File: src/hdl/pfa_pkg.sv
// Shared types and constants for the page frame allocator with FIFO eviction.
// Used by pfa_front, pfa_back and page_frame_allocator_fifo_evict; no dependencies.
package pfa_pkg;

  localparam int RAM_NFRAMES = 32;
  localparam int SWAP_FRAMES = 128;
  localparam int MAX_PAGES   = 64;
  localparam int QDEPTH      = 128;
  localparam int RAM_AW      = 5;
  localparam int RAM_CW      = 6;
  localparam int SWAP_AW     = 7;
  localparam int SWAP_CW     = 8;
  localparam int Q_AW        = 7;
  localparam int Q_CW        = 8;
  localparam int PID_W       = 8;
  localparam int TENTH_MUL   = 205;
  localparam int TENTH_SHIFT = 11;
  localparam int CMD_DEPTH   = 2;

  typedef enum logic [1:0] {
    OP_LOAD     = 2'd0,
    OP_FAULT    = 2'd1,
    OP_REL_RAM  = 2'd2,
    OP_REL_SWAP = 2'd3
  } op_t;

  typedef enum logic [1:0] {
    ST_OK        = 2'd0,
    ST_NO_VICTIM = 2'd1,
    ST_NO_SWAP   = 2'd2
  } status_t;

  typedef enum logic [3:0] {
    B_IDLE,
    R_EXEC,
    L_INIT,
    L_RAM,
    L_SWRD,
    L_SWEMIT,
    F_START,
    F_SCAN,
    F_CHECK,
    F_SWAP,
    F_FINISH
  } back_state_t;

  typedef struct packed {
    op_t              op;
    logic [PID_W-1:0] pid;
    logic [5:0]       page;
    logic [6:0]       tp;
    logic [2:0]       tenth;
    logic [6:0]       fidx;
    logic             holds;
  } cmd_t;

  typedef struct packed {
    logic valid;
    cmd_t cmd;
  } cmd_chan_t;

endpackage

File: src/hdl/pfa_front.sv
// Command front end: accepts commands, saturates the load size and
// precomputes a tenth of it, and holds them in a two-entry queue. Uses pfa_pkg.
module pfa_front
  import pfa_pkg::*;
(
  input  logic             clk,
  input  logic             rst,
  input  logic             start,
  output logic             busy,
  input  logic [1:0]       opcode,
  input  logic [PID_W-1:0] pid,
  input  logic [5:0]       page_no,
  input  logic [6:0]       total_pages,
  input  logic [6:0]       frame_index,
  input  logic             holds_swap_frame,
  output cmd_chan_t        chan,
  input  logic             take
);

  logic [1:0]  count;
  cmd_t        slot0;
  cmd_t        slot1;
  cmd_t        incoming;
  logic        push;
  logic [6:0]  tp_sat;
  logic [14:0] tenth_prod;

  assign busy = (count == 2'(CMD_DEPTH));
  assign push = start && !busy;

  always_comb begin
    tp_sat = (total_pages > 7'(MAX_PAGES)) ? 7'(MAX_PAGES) : total_pages;
    tenth_prod = 15'(tp_sat) * 15'(TENTH_MUL);
    incoming.op    = op_t'(opcode);
    incoming.pid   = pid;
    incoming.page  = page_no;
    incoming.tp    = tp_sat;
    incoming.tenth = 3'(tenth_prod >> TENTH_SHIFT);
    incoming.fidx  = frame_index;
    incoming.holds = holds_swap_frame;
  end

  always_ff @(posedge clk) begin
    if (rst) begin
      count <= '0;
    end else begin
      count <= count + 2'(push) - 2'(take);
    end
  end

  always_ff @(posedge clk) begin
    if (take) begin
      if (count == 2'd2) begin
        slot0 <= slot1;
      end else if (push) begin
        slot0 <= incoming;
      end
    end else if (push) begin
      if (count == 2'd0) begin
        slot0 <= incoming;
      end else begin
        slot1 <= incoming;
      end
    end
  end

  assign chan.valid = (count != 2'd0);
  assign chan.cmd   = slot0;

endmodule

File: src/hdl/pfa_back.sv
// Execution engine: free stacks, owner table, eviction queue and result register.
// Uses pfa_pkg; fed by pfa_front through a cmd_chan_t.
module pfa_back
  import pfa_pkg::*;
(
  input  logic               clk,
  input  logic               rst,
  input  cmd_chan_t          chan,
  output logic               take,
  output logic               result_valid,
  output logic [1:0]         status,
  output logic [5:0]         page_out,
  output logic               in_ram,
  output logic [6:0]         frame_out,
  output logic               evicted,
  output logic [PID_W-1:0]   victim_pid,
  output logic [5:0]         victim_page,
  output logic [6:0]         victim_swap_frame,
  output logic [5:0]         ram_in_use,
  output logic [7:0]         swap_in_use,
  output logic               last
);

  back_state_t state, state_next;
  cmd_t        cur;

  logic [RAM_AW-1:0]  ram_free_stack [RAM_NFRAMES];
  logic [RAM_CW-1:0]  ram_free_count;
  logic [RAM_NFRAMES-1:0] ram_occupied;
  logic [PID_W-1:0]   ram_owner [RAM_NFRAMES];
  logic [5:0]         ram_owner_page [RAM_NFRAMES];
  logic [RAM_CW-1:0]  ram_used, ram_used_next;

  logic [SWAP_AW-1:0] swap_mem [SWAP_FRAMES];
  logic [SWAP_FRAMES-1:0] swap_valid;
  logic [SWAP_FRAMES-1:0] swap_occ;
  logic [SWAP_CW-1:0] swap_free_count;
  logic [SWAP_CW-1:0] swap_used, swap_used_next;
  logic [SWAP_AW-1:0] swap_rd_addr, swap_rd_data, swap_rd_value;
  logic               swap_rd_valid;

  logic [RAM_AW-1:0]  q_mem [QDEPTH];
  logic [Q_AW-1:0]    q_head;
  logic [Q_CW-1:0]    q_count;
  logic [RAM_AW-1:0]  q_rd_data;

  logic [6:0]         pg;
  logic [6:0]         ram_left;
  logic [RAM_AW-1:0]  frame;
  logic               from_free;
  logic               ev;
  logic [SWAP_AW-1:0] sw;
  logic [PID_W-1:0]   vpid;
  logic [5:0]         vpg;

  logic [RAM_CW-1:0]  rfc_m1;
  logic [RAM_AW-1:0]  ram_top;
  logic [SWAP_CW-1:0] sfc_m1;
  logic [6:0]         for_ram_a, for_ram_b, for_ram, for_swap;
  logic               load_fail;
  logic               pg_last;

  logic               emit;
  status_t            e_status;
  logic [5:0]         e_page;
  logic               e_inram;
  logic [6:0]         e_frame;
  logic               e_ev;
  logic               push_en;
  logic [RAM_AW-1:0]  push_val;
  logic               ram_pop_en, swap_rd_en, swap_pop_en, swap_rel_en, ram_rel_en, scan_en;
  logic               own_wr;
  logic [RAM_AW-1:0]  own_frame;
  logic [PID_W-1:0]   own_pid;
  logic [5:0]         own_page;

  assign rfc_m1  = ram_free_count - RAM_CW'(1);
  assign ram_top = ram_free_stack[rfc_m1[RAM_AW-1:0]];
  assign sfc_m1  = swap_free_count - SWAP_CW'(1);
  assign swap_rd_value = swap_rd_valid ? swap_rd_data
                                       : SWAP_AW'(SWAP_FRAMES - 1) - swap_rd_addr;
  assign pg_last = ((pg + 7'd1) == cur.tp);

  always_comb begin
    for_ram_a = (cur.tenth == 3'd0) ? 7'd1 : 7'(cur.tenth);
    for_ram_b = (for_ram_a > cur.tp) ? cur.tp : for_ram_a;
    for_ram   = (for_ram_b > 7'(ram_free_count)) ? 7'(ram_free_count) : for_ram_b;
    for_swap  = cur.tp - for_ram;
    load_fail = (swap_free_count < 8'(for_swap));
  end

  always_ff @(posedge clk) begin
    if (rst) begin
      state <= B_IDLE;
    end else begin
      state <= state_next;
    end
  end

  always_comb begin
    state_next     = state;
    take           = 1'b0;
    emit           = 1'b0;
    e_status       = ST_OK;
    e_page         = '0;
    e_inram        = 1'b0;
    e_frame        = '0;
    e_ev           = 1'b0;
    push_en        = 1'b0;
    push_val       = frame;
    ram_pop_en     = 1'b0;
    swap_rd_en     = 1'b0;
    swap_pop_en    = 1'b0;
    swap_rel_en    = 1'b0;
    ram_rel_en     = 1'b0;
    scan_en        = 1'b0;
    own_wr         = 1'b0;
    own_frame      = frame;
    own_pid        = cur.pid;
    own_page       = cur.page;
    ram_used_next  = ram_used;
    swap_used_next = swap_used;
    unique case (state)
      B_IDLE: begin
        if (chan.valid) begin
          take = 1'b1;
          unique case (chan.cmd.op)
            OP_LOAD:  state_next = L_INIT;
            OP_FAULT: state_next = F_START;
            default:  state_next = R_EXEC;
          endcase
        end
      end
      R_EXEC: begin
        if (cur.op == OP_REL_RAM) begin
          if (cur.fidx < 7'(RAM_NFRAMES) && ram_occupied[cur.fidx[RAM_AW-1:0]]
              && ram_free_count < RAM_CW'(RAM_NFRAMES)) begin
            ram_rel_en    = 1'b1;
            ram_used_next = ram_used - RAM_CW'(1);
          end
        end else begin
          if (swap_occ[cur.fidx] && swap_free_count < SWAP_CW'(SWAP_FRAMES)) begin
            swap_rel_en    = 1'b1;
            swap_used_next = swap_used - SWAP_CW'(1);
          end
        end
        emit       = 1'b1;
        state_next = B_IDLE;
      end
      L_INIT: begin
        if (load_fail) begin
          emit       = 1'b1;
          e_status   = ST_NO_SWAP;
          state_next = B_IDLE;
        end else if (cur.tp == 7'd0) begin
          emit       = 1'b1;
          state_next = B_IDLE;
        end else begin
          ram_used_next  = ram_used + for_ram[RAM_CW-1:0];
          swap_used_next = swap_used + SWAP_CW'(for_swap);
          state_next     = (for_ram != 7'd0) ? L_RAM : L_SWRD;
        end
      end
      L_RAM: begin
        ram_pop_en = 1'b1;
        own_wr     = 1'b1;
        own_frame  = ram_top;
        own_page   = pg[5:0];
        push_en    = 1'b1;
        push_val   = ram_top;
        emit       = 1'b1;
        e_page     = pg[5:0];
        e_inram    = 1'b1;
        e_frame    = 7'(ram_top);
        if (pg_last) begin
          state_next = B_IDLE;
        end else if (ram_left == 7'd1) begin
          state_next = L_SWRD;
        end
      end
      L_SWRD: begin
        swap_rd_en = 1'b1;
        state_next = L_SWEMIT;
      end
      L_SWEMIT: begin
        swap_pop_en = 1'b1;
        emit        = 1'b1;
        e_page      = pg[5:0];
        e_frame     = swap_rd_value;
        state_next  = pg_last ? B_IDLE : L_SWRD;
      end
      F_START: begin
        if (ram_free_count != '0) begin
          ram_pop_en = 1'b1;
          state_next = F_FINISH;
        end else begin
          state_next = F_SCAN;
        end
      end
      F_SCAN: begin
        if (q_count == '0) begin
          emit       = 1'b1;
          e_status   = ST_NO_VICTIM;
          e_page     = cur.page;
          state_next = B_IDLE;
        end else begin
          scan_en    = 1'b1;
          state_next = F_CHECK;
        end
      end
      F_CHECK: begin
        if (ram_occupied[q_rd_data]) begin
          if (swap_free_count == '0) begin
            push_en    = 1'b1;
            push_val   = q_rd_data;
            emit       = 1'b1;
            e_status   = ST_NO_SWAP;
            e_page     = cur.page;
            state_next = B_IDLE;
          end else begin
            swap_rd_en = 1'b1;
            state_next = F_SWAP;
          end
        end else begin
          state_next = F_SCAN;
        end
      end
      F_SWAP: begin
        swap_pop_en    = 1'b1;
        swap_used_next = swap_used + SWAP_CW'(1);
        state_next     = F_FINISH;
      end
      F_FINISH: begin
        if (cur.holds && swap_occ[cur.fidx] && swap_free_count < SWAP_CW'(SWAP_FRAMES)) begin
          swap_rel_en    = 1'b1;
          swap_used_next = swap_used - SWAP_CW'(1);
        end
        if (from_free) begin
          ram_used_next = ram_used + RAM_CW'(1);
        end
        own_wr     = 1'b1;
        push_en    = 1'b1;
        emit       = 1'b1;
        e_page     = cur.page;
        e_inram    = 1'b1;
        e_frame    = 7'(frame);
        e_ev       = ev;
        state_next = B_IDLE;
      end
      default: state_next = B_IDLE;
    endcase
  end

  // Control registers: counts, occupancy, pointers and the result strobe.
  always_ff @(posedge clk) begin
    if (rst) begin
      for (int i = 0; i < RAM_NFRAMES; i++) begin
        ram_free_stack[i] <= RAM_AW'(RAM_NFRAMES - 1 - i);
      end
      ram_free_count  <= RAM_CW'(RAM_NFRAMES);
      ram_occupied    <= '0;
      ram_used        <= '0;
      swap_valid      <= '0;
      swap_occ        <= '0;
      swap_free_count <= SWAP_CW'(SWAP_FRAMES);
      swap_used       <= '0;
      q_head          <= '0;
      q_count         <= '0;
      result_valid    <= 1'b0;
    end else begin
      ram_used     <= ram_used_next;
      swap_used    <= swap_used_next;
      result_valid <= emit;
      if (ram_pop_en) begin
        ram_free_count <= rfc_m1;
      end
      if (ram_rel_en) begin
        ram_free_stack[ram_free_count[RAM_AW-1:0]] <= cur.fidx[RAM_AW-1:0];
        ram_free_count <= ram_free_count + RAM_CW'(1);
        ram_occupied[cur.fidx[RAM_AW-1:0]] <= 1'b0;
      end
      if (own_wr) begin
        ram_occupied[own_frame] <= 1'b1;
      end
      if (swap_pop_en) begin
        swap_free_count <= sfc_m1;
        swap_occ[swap_rd_value] <= 1'b1;
      end
      if (swap_rel_en) begin
        swap_valid[swap_free_count[SWAP_AW-1:0]] <= 1'b1;
        swap_free_count <= swap_free_count + SWAP_CW'(1);
        swap_occ[cur.fidx] <= 1'b0;
      end
      if (push_en) begin
        if (q_count == Q_CW'(QDEPTH)) begin
          q_head <= q_head + Q_AW'(1);
        end else begin
          q_count <= q_count + Q_CW'(1);
        end
      end
      if (scan_en) begin
        q_head  <= q_head + Q_AW'(1);
        q_count <= q_count - Q_CW'(1);
      end
    end
  end

  always_ff @(posedge clk) begin
    if (own_wr) begin
      ram_owner[own_frame]      <= own_pid;
      ram_owner_page[own_frame] <= own_page;
    end
  end

  always_ff @(posedge clk) begin
    if (swap_rel_en) begin
      swap_mem[swap_free_count[SWAP_AW-1:0]] <= cur.fidx;
    end
    if (swap_rd_en) begin
      swap_rd_addr  <= sfc_m1[SWAP_AW-1:0];
      swap_rd_data  <= swap_mem[sfc_m1[SWAP_AW-1:0]];
      swap_rd_valid <= swap_valid[sfc_m1[SWAP_AW-1:0]];
    end
  end

  always_ff @(posedge clk) begin
    if (push_en) begin
      if (q_count == Q_CW'(QDEPTH)) begin
        q_mem[q_head] <= push_val;
      end else begin
        q_mem[q_head + q_count[Q_AW-1:0]] <= push_val;
      end
    end
    if (scan_en) begin
      q_rd_data <= q_mem[q_head];
    end
  end

  // Item-level working registers and the result register.
  always_ff @(posedge clk) begin
    if (take) begin
      cur <= chan.cmd;
    end
    unique case (state)
      L_INIT: begin
        pg       <= '0;
        ram_left <= for_ram;
      end
      L_RAM: begin
        pg       <= pg + 7'd1;
        ram_left <= ram_left - 7'd1;
      end
      L_SWEMIT: pg <= pg + 7'd1;
      F_START: begin
        frame     <= ram_top;
        from_free <= (ram_free_count != '0);
        ev        <= 1'b0;
        sw        <= '0;
        vpid      <= '0;
        vpg       <= '0;
      end
      F_CHECK: frame <= q_rd_data;
      F_SWAP: begin
        sw   <= swap_rd_value;
        ev   <= 1'b1;
        vpid <= ram_owner[frame];
        vpg  <= ram_owner_page[frame];
      end
      default: begin
      end
    endcase
    if (emit) begin
      status            <= e_status;
      page_out          <= e_page;
      in_ram            <= e_inram;
      frame_out         <= e_frame;
      evicted           <= e_ev;
      victim_pid        <= e_ev ? vpid : '0;
      victim_page       <= e_ev ? vpg : '0;
      victim_swap_frame <= e_ev ? sw : '0;
      ram_in_use        <= ram_used_next;
      swap_in_use       <= swap_used_next;
      last              <= (state != L_RAM && state != L_SWEMIT) || pg_last;
    end
  end

  a_ram_balance: assert property (@(posedge clk) disable iff (rst)
    (state == B_IDLE) |-> (ram_used + ram_free_count == RAM_CW'(RAM_NFRAMES)))
    else $error("RAM used and free counts disagree");

  a_swap_balance: assert property (@(posedge clk) disable iff (rst)
    (state == B_IDLE) |-> (swap_used + swap_free_count == SWAP_CW'(SWAP_FRAMES)))
    else $error("swap used and free counts disagree");

  a_queue_bound: assert property (@(posedge clk) disable iff (rst)
    q_count <= Q_CW'(QDEPTH))
    else $error("eviction queue overfilled");

  a_take_quiet: assert property (@(posedge clk) disable iff (rst)
    take |=> !result_valid)
    else $error("result strobe right after a command transfer");

endmodule

File: src/hdl/page_frame_allocator_fifo_evict.sv
// Top level of the page frame allocator with FIFO eviction.
// Instantiates pfa_front and pfa_back; uses pfa_pkg.
//
// Usage: a command transfer happens on a rising edge with start high and busy
// low. opcode selects load, page fault, RAM frame release or swap frame
// release. The front end queues up to two commands, so busy rises only when
// both slots are full. Each result appears for one cycle with result_valid
// high; last marks the final result of a command. The receiver cannot stall.
// Each result is registered from the back-end state that forms it. A release
// is handled in a single back-end state. A load first checks the swap space,
// then emits one result per RAM page, then for each swap page reads the swap
// free stack and emits the result. A fault takes a free frame if there is one;
// otherwise it scans the eviction queue until it finds an occupied frame or
// the queue is empty, then reads the swap stack; both reads are registered.
// The back end takes a new command only after it has finished the last one.
// Reset: synchronous, active high. Both free stacks come up full, so frame 0
// is handed out first, and the queue and the used counts are empty. No clearing
// pass is needed; the swap stack uses per-entry valid bits.
module page_frame_allocator_fifo_evict
  import pfa_pkg::*;
(
  input  logic             clk,
  input  logic             rst,
  input  logic             start,
  output logic             busy,
  input  logic [1:0]       opcode,
  input  logic [PID_W-1:0] pid,
  input  logic [5:0]       page_no,
  input  logic [6:0]       total_pages,
  input  logic [6:0]       frame_index,
  input  logic             holds_swap_frame,
  output logic             result_valid,
  output logic [1:0]       status,
  output logic [5:0]       page_out,
  output logic             in_ram,
  output logic [6:0]       frame_out,
  output logic             evicted,
  output logic [PID_W-1:0] victim_pid,
  output logic [5:0]       victim_page,
  output logic [6:0]       victim_swap_frame,
  output logic [5:0]       ram_in_use,
  output logic [7:0]       swap_in_use,
  output logic             last
);

  cmd_chan_t chan;
  logic      take;

  pfa_front u_front (
    .clk              (clk),
    .rst              (rst),
    .start            (start),
    .busy             (busy),
    .opcode           (opcode),
    .pid              (pid),
    .page_no          (page_no),
    .total_pages      (total_pages),
    .frame_index      (frame_index),
    .holds_swap_frame (holds_swap_frame),
    .chan             (chan),
    .take             (take)
  );

  pfa_back u_back (
    .clk               (clk),
    .rst               (rst),
    .chan              (chan),
    .take              (take),
    .result_valid      (result_valid),
    .status            (status),
    .page_out          (page_out),
    .in_ram            (in_ram),
    .frame_out         (frame_out),
    .evicted           (evicted),
    .victim_pid        (victim_pid),
    .victim_page       (victim_page),
    .victim_swap_frame (victim_swap_frame),
    .ram_in_use        (ram_in_use),
    .swap_in_use       (swap_in_use),
    .last              (last)
  );

endmodule
File: config.mk
export PLATFORM = sky130hd
export DESIGN_NAME = page_frame_allocator_fifo_evict
export DESIGN_NICKNAME = d
export VERILOG_FILES = /design/src/hdl/pfa_pkg.sv /design/src/hdl/pfa_front.sv /design/src/hdl/pfa_back.sv /design/src/hdl/page_frame_allocator_fifo_evict.sv
export SDC_FILE = /design/constraint.sdc
export NUM_CORES = 2
export LEC_CHECK = 0
export BUFFER_PORTS_ARGS = -buffer_cell sky130_fd_sc_hd__buf_2
export CAP_MARGIN = 20
export CORE_UTILIZATION = 59
export DETAILED_ROUTE_END_ITERATION = 16
export PLACE_DENSITY = 0.81
export REMOVE_ABC_BUFFERS = 1
export SYNTH_ARGS = -nofsm -noshare
export SYNTH_HDL_FRONTEND = slang
export SYNTH_SLANG_ARGS = --single-unit
File: constraint.sdc
create_clock -name clk -period 9.6 [get_ports clk]
set_clock_uncertainty 0.15 [all_clocks]
set_input_delay 1.92 -clock clk [delete_from_list [all_inputs] [get_ports clk]]
set_output_delay 1.92 -clock clk [all_outputs]
set_load 0.1 [all_outputs]
== Word-level counts from Yosys, hierarchy flattened ==
Memory sizes are Yosys's and may differ from the RTL's. A register that Yosys moved wholly into a read port is not among the register bits.
Index checks and enable logic that the tools add are counted.

* Word-level logic and storage cells: 315
* Bits in latches: 0
* Input port bits: 34
* Flip-flop bits (word level): 543
* Memory bits (writable): 2144
* Memories kept: 5
* ROM bits: 0

{| class="wikitable"
|+ Memory list
! name !! depth !! bits a word !! rd ports !! clocked after memory_dff !! wr ports !! RTL line !! text
|-
| u_back.swap_mem || 128 || 7 || 1 || 1 || 1 || pfa_back.sv:34 || <nowiki>logic [SWAP_AW-1:0] swap_mem [SWAP_FRAMES];</nowiki>
|-
| u_back.q_mem || 128 || 5 || 1 || 1 || 1 || pfa_back.sv:42 || <nowiki>logic [RAM_AW-1:0] q_mem [QDEPTH];</nowiki>
|-
| u_back.ram_owner || 32 || 8 || 1 || 1 || 1 || pfa_back.sv:30 || <nowiki>logic [PID_W-1:0] ram_owner [RAM_NFRAMES];</nowiki>
|-
| u_back.ram_owner_page || 32 || 6 || 1 || 1 || 1 || pfa_back.sv:31 || <nowiki>logic [5:0] ram_owner_page [RAM_NFRAMES];</nowiki>
|-
| u_back.ram_free_stack || 32 || 5 || 1 || 0 || 32 || pfa_back.sv:27 || <nowiki>logic [RAM_AW-1:0] ram_free_stack [RAM_NFRAMES];</nowiki>
|}

* Add/subtract/negate cells: 20
* $mul: 1
* Eq/ne operators: 21
* Reductions and logical operators: 46
* Shift-type cells: 0
* Magnitude comparators: 19
* Bitwise gates (word level): 9
* Div/mod/pow operators: 0
* Mux-type cells: 140

{| class="wikitable"
|+ Operator list
! cell !! count
|-
| $mux 128 || 3
|-
| $or 128x128->128 || 2
|-
| $mux 34 || 5
|-
| $and 128x128->128 || 1
|-
| $not 128->128 || 1
|-
| $mux 32 || 3
|-
| $mux 8 || 10
|-
| $mux 6 || 11
|-
| $mux 7 || 8
|-
| $mux 1 || 48
|-
| $pmux 7 s2 || 3
|-
| $mux 5 || 8
|-
| $mux 4 || 9
|-
| $pmux 4 s9 || 1
|-
| $and 32x32->32 || 1
|-
| $lt 7x8->1 const B || 4
|-
| $not 32->32 || 1
|-
| $or 32x32->32 || 1
|-
| $pmux 8 s4 || 1
|-
| $add 8x1->8 const B || 3
|-
| $pmux 6 s4 || 1
|-
| $reduce_bool 2->1 || 12
|-
| $sub 8x1->8 const B || 3
|-
| $demux 1 s7 || 3
|-
| 66 further kinds || 113
|}

== Longest topological paths before layout ==
* Depth in word-level cells: 12
* Mapped depth: 32
* Depth with buffers taken out: 31

== Modules after synthesis ==
Synthesis repeated with hierarchy kept, for this count alone.

* Cells, all modules: 6576
* Area total of the unflattened synthesis: 111635.8 sq um

{| class="wikitable"
|+ By module, submodules not included
! module !! seq. area each (sq um) !! cells an instance !! times used !! area an instance (sq um)
|-
| pfa_back || 75682.6 || 6300 || 1 || 108136.2
|-
| pfa_front || 2082.0 || 276 || 1 || 3499.6
|}

== Worst setup path before layout ==
OpenSTA, ideal clock, no wires.

* Path type: register to register
* Start point: register u_back.q_rd_data[0], read port of u_back.q_mem
* End point: memory u_back.q_mem[0][0], data pin
* Path buffers: 2
* Slack: 1.505 ns
* Arrival time: 6.749 ns
* Period minus slack after synthesis: 8.095 ns
* Required time: 8.253 ns
* Stages on the path, launching flop included: 8
* Cells stage by stage: edfxtp_1 > buf_6 > mux4_2 > a32o_1 > a31oi_4 > a311oi_4 > buf_2 > o21ai_0

* Word-level cells in the longest chain between the ends: 5

{| class="wikitable"
|+ RTL lines
! what !! RTL line !! text
|-
| start, declared || pfa_back.sv:45 || <nowiki>logic [RAM_AW-1:0] q_rd_data;</nowiki>
|-
| $bmux 1 s5 || pfa_back.sv:212 || <nowiki>if (ram_occupied[q_rd_data]) begin</nowiki>
|-
| $mux 1 (not written as such) || pfa_back.sv:212 ||
|-
| $mux 5 * || pfa_back.sv:212 ||
|-
| $pmux 5 s2 * || pfa_back.sv:123 || <nowiki>unique case (state)</nowiki>
|-
| net u_back.push_val[0] || pfa_back.sv:70 || <nowiki>logic [RAM_AW-1:0] push_val;</nowiki>
|-
| $mux 5 (no source line) * || n/a ||
|-
| end, declared || pfa_back.sv:42 ||
|}

The timed path passes the listed nets; every way through them passes the cells marked *. The select of a mux whose other input is x is not followed.

== Worst setup path in the final report ==
* Start point: register u_back.cur[12] (netlist bit)
* End point: register u_back.page_out[3], enable pin

* Word-level cells in the longest chain between the ends: 8

{| class="wikitable"
|+ RTL lines
! what !! RTL line !! text
|-
| start, declared || pfa_back.sv:25 || <nowiki>cmd_t cur;</nowiki>
|-
| start signal, assigned || pfa_back.sv:342 || <nowiki>cur <= chan.cmd;</nowiki>
|-
| $gt 7x7->1 || pfa_back.sv:86 || <nowiki>for_ram_b = (for_ram_a > cur.tp) ? cur.tp : for_ram_a;</nowiki>
|-
| $mux 7 || pfa_back.sv:86 ||
|-
| $gt 7x6->1 || pfa_back.sv:87 || <nowiki>for_ram = (for_ram_b > 7'(ram_free_count)) ? 7'(ram_free_count) : for_ram_b;</nowiki>
|-
| $mux 7 || pfa_back.sv:87 ||
|-
| $sub 7x7->7 || pfa_back.sv:88 || <nowiki>for_swap = cur.tp - for_ram;</nowiki>
|-
| $lt 8x7->1 || pfa_back.sv:89 || <nowiki>load_fail = (swap_free_count < 8'(for_swap));</nowiki>
|-
| $mux 1 * || pfa_back.sv:151 || <nowiki>if (load_fail) begin</nowiki>
|-
| $pmux 1 s4 * || pfa_back.sv:123 ||
|-
| net u_back.emit || pfa_back.sv:63 || <nowiki>logic emit;</nowiki>
|-
| end signal, assigned || pfa_back.sv:374 || <nowiki>page_out <= e_page;</nowiki>
|-
| end, declared || pfa_back.sv:12 || <nowiki>output logic [5:0] page_out,</nowiki>
|}

The timed path passes the listed nets; every way through them passes the cells marked *.
A chain may end at the register's enable or synchronous reset.

==> impl_metrics.csv <==
group,metric,value,unit
detailed_routing,detail_route.wl_per_cell,30.8,microns
detailed_routing,viasPerCell,6.89,
sta,worst_pin_slew,1.18,ns
global_route,use_met2,48.7,%
cts,cts_hold_buffers,0,
synth,yosysMostFrequentCell,"edfxtp_1",
floorplan,start_util,59.4,%
synth,syn_area,112000,sq um
place,portBuffers,88,
power_and_ir_drop,p_int,0.0216,W
detailed_routing,drtPass1Iterations,16,
floorplan,core_area,188000,sq um
power_and_ir_drop,pwr-share-comb,16.8,%
job,cap_violations,0,
global_route,grtUsageTotal,30.0,%
setup_path,criticalPathCategory,"flop to flop",
synth,synthSimpleGateAreaFrac,6.56,%
setup_path,critPathTopFamily,"compound AO/OA/AOI/OAI gates",
setup_path,arrival,8.77,ns
setup_path,crit_fanout,54,
sta,layout_setup_ws,1.22,ns
power_and_ir_drop,peakVddDrop,190,uV
cts,cts-root-buf,"clkbuf_16",
place,placed_area,115000,sq um
setup_path,max_stage_delay,0.85,ns
detailed_routing,final_antenna_net_count,0,
synth,synthTopCellsByArea,"edfxtp_1, mux4_2, dfxtp_1, nor2_1, a21oi_1",
synth,yosysTopAreaCell,"edfxtp_1",
cts,cts.sinks,2704,
synth,yosysSeqAreaShare,69.7,%
setup_path,start_kind,"flop",
sta,finalHoldWorstSlack,0.249,ns
setup_path,cp_slowest_cell,"a2111oi_0",
sta,fmax,0.119,GHz
setup_path,critPathBufInv,3,
place,preCtsSetupSlack,1.45,ns
finish,design_area,124000,sq um
sta,slew_viol_final,0,
power_and_ir_drop,p_leak,39.1,nW
synth,ys_top_cells_by_count,"edfxtp_1, mux4_2, nor2_1",
synth,synthMuxAreaShare,15.8,%
synth,synth_flop_cell,"edfxtp_1",
sta,finalHoldViolations,0,
place,gp_congestion,0.941,
power_and_ir_drop,power.switching,0.00875,W
outcome,outcome,"finished, violations left",
global_route,top_usage_layer,"met2",
setup_path,required,9.99,ns
cts,ctsResizeCount,0,
global_route,grt_pass1_vias,64300,
synth,synth.distinct_cells,88,
synth,synth_top_family_by_area,"multiplexers",
floorplan,die-area,191000,sq um
global_route,grt_util_met1,39.0,%
synth,synth-xor-area-share,0.604,%
sta,fin_setup_tns,0,ns
power_and_ir_drop,pwr-share-seq,48.5,%
power_and_ir_drop,power.density,245,nW/um^2
global_route,grt_pass1_wl,422000,microns
finish,nNetsFinal,6773,
finish,drive_gt1_share,21.8,%
finish,area_delta_synth_final,10.9,%
cts,cts_buffers,282,
sta,rsz0062_at_grt,"false",
floorplan,io_pins,89,
worst_hold_path,hp-class,"flop to flop",
power_and_ir_drop,p_sw_share,28.8,%
synth,synth-compound-area-share,4.20,%
sta,slew_headroom,21.0,%
finish,fin_util,65.9,%
power_and_ir_drop,p_clk_share,34.7,%
synth,synth_seq_cells,2704,
floorplan,rows,159,
setup_path,end_kind,"flop",
sta,min_period_over_period,87.3,%
global_route,grt_use_met3,5.67,%
floorplan,die_w,437,microns
cts,cts_tree,"yes",
cts,clk_latency,0.95,ns
synth,ys_warn_count,0,
detailed_routing,wirelength,288000,microns
synth,synthCells,6536,
floorplan,die_h,437,microns
global_route,grt_antenna_before_repair,12,
synth,synth_top_area_share,63.5,%
place,dpl.hpwl,164000,microns
sta,fin_crit,8.38,ns
global_route,grt-ovfl-total,0,
cts,cts.path.max_buffers,4,
cts,clk_pin_slew,0.07,ns
detailed_routing,drc,16,
outcome,violations,"DRC",
cts,h-tree-depth,5,
synth,synth-edff-count,2361,
detailed_routing,drtIter0Drc,9457,
detailed_routing,num_vias,64300,
cts,cts_setup_buffers,0,
synth,synth_adder_area_share,1.28,%
synth,async_flop_share,0,%
synth,synth_area_per_cell,17.1,sq um
sta,finalSetupViolCount,0,
global_route,grt_max_degree,243,
cells in the final DEF (no fill, tap or decap), types with 70 or more instances in the layout:
cell type  Yosys  routed
o21ai_0      106     104
mux2i_1      104     104
inv_1         84      83
clkbuf_1     288      70
nor3_1       150     144
buf_4          2     146
ha_1          93      92
nand2_1      378     378
buf_2         80      87
edfxtp_1    2361    2361
a211oi_1     140     140
nor2_1       486     476
dfxtp_1      343     335
clkbuf_16      0     293
mux4_2       723     723
a21oi_1      288     288
nand3_1      108     108
and3_1        79      79
per-stage QoR:
step | total power, W | cells
floorplan | 0.0181 | 6101
global placement | 0.0196 | 8832
detailed placement | 0.0197 | 8834
CTS | 0.0302 | 9311
global route | 0.0310 | 9326
finish | 0.0303 | 9331
sequential cells by signal, indices dropped and copies added, names as in the netlist, 26 cells and up, named ones only:
signal                 cells
u_back.swap_occ          128
u_back.q_mem             640
u_back.ram_occupied       32
u_back.swap_valid        128
u_back.cur                26
u_back.ram_owner         256
u_back.ram_free_stack    160
u_front.slot1             34
u_front.chan              34
u_back.ram_owner_page    192
u_back.swap_mem          896
logic make-up (layout without fill, tap and decap cells):
kind of cell | count (synthesis) | count (layout)
other | 1 | 13
multiplexers | 850 | 850
flip-flops | 2704 | 2704
adder cells (fa/ha/maj) | 106 | 106
XOR/XNOR | 77 | 77
AND/OR/NAND/NOR | 1521 | 1521
AO/OA/AOI/OAI | 748 | 748
buffers and inverters | 529 | 817
power by group through the flow:
stage	combinational (W)	sequential, W	clock [W]
2_1_floorplan	0.00242	0.0157	0
3_3_place_gp	0.00466	0.0149	0
3_5_place_dp	0.00481	0.0149	0
4_1_cts	0.00491	0.0147	0.0106
5_1_grt	0.00534	0.0147	0.0110
6_report	0.00511	0.0147	0.0105
per-layer routing:
| metal | routed length, microns | up-vias |
|---|---|---|
| met2 | 142000 | 4546 |
| met4 | 16100 | 6 |
| met5 | 54 | - |
| li1 | - | 26200 |
| met3 | 28800 | 932 |
| met1 | 101000 | 32600 |
final cells by class:
cell class / count / area (sq um)
antenna: 10 / 25.0
clock buffer: 370 / 7690
clock inverter: 107 / 983
fill: 11800 / 64100
inverter: 92 / 345
multi-input combinational: 3305 / 32000
sequential: 2704 / 77800
tap: 2495 / 3120
timing repair buffer: 248 / 1840
path summary, 6_finish.rpt:
path	from	end	slack, ns	cells past startpoint
setup / recovery	u_back.cur[12]	u_back.page_out[3]	1.22	29
hold / removal	u_front.chan[1]	u_back.cur[1]	0.25	0
setup reg to reg	u_back.cur[12]	u_back.page_out[3]	1.22	29
hold reg to reg	u_front.chan[1]	u_back.cur[1]	0.25	0
Power figures use the tool's default switching activity.
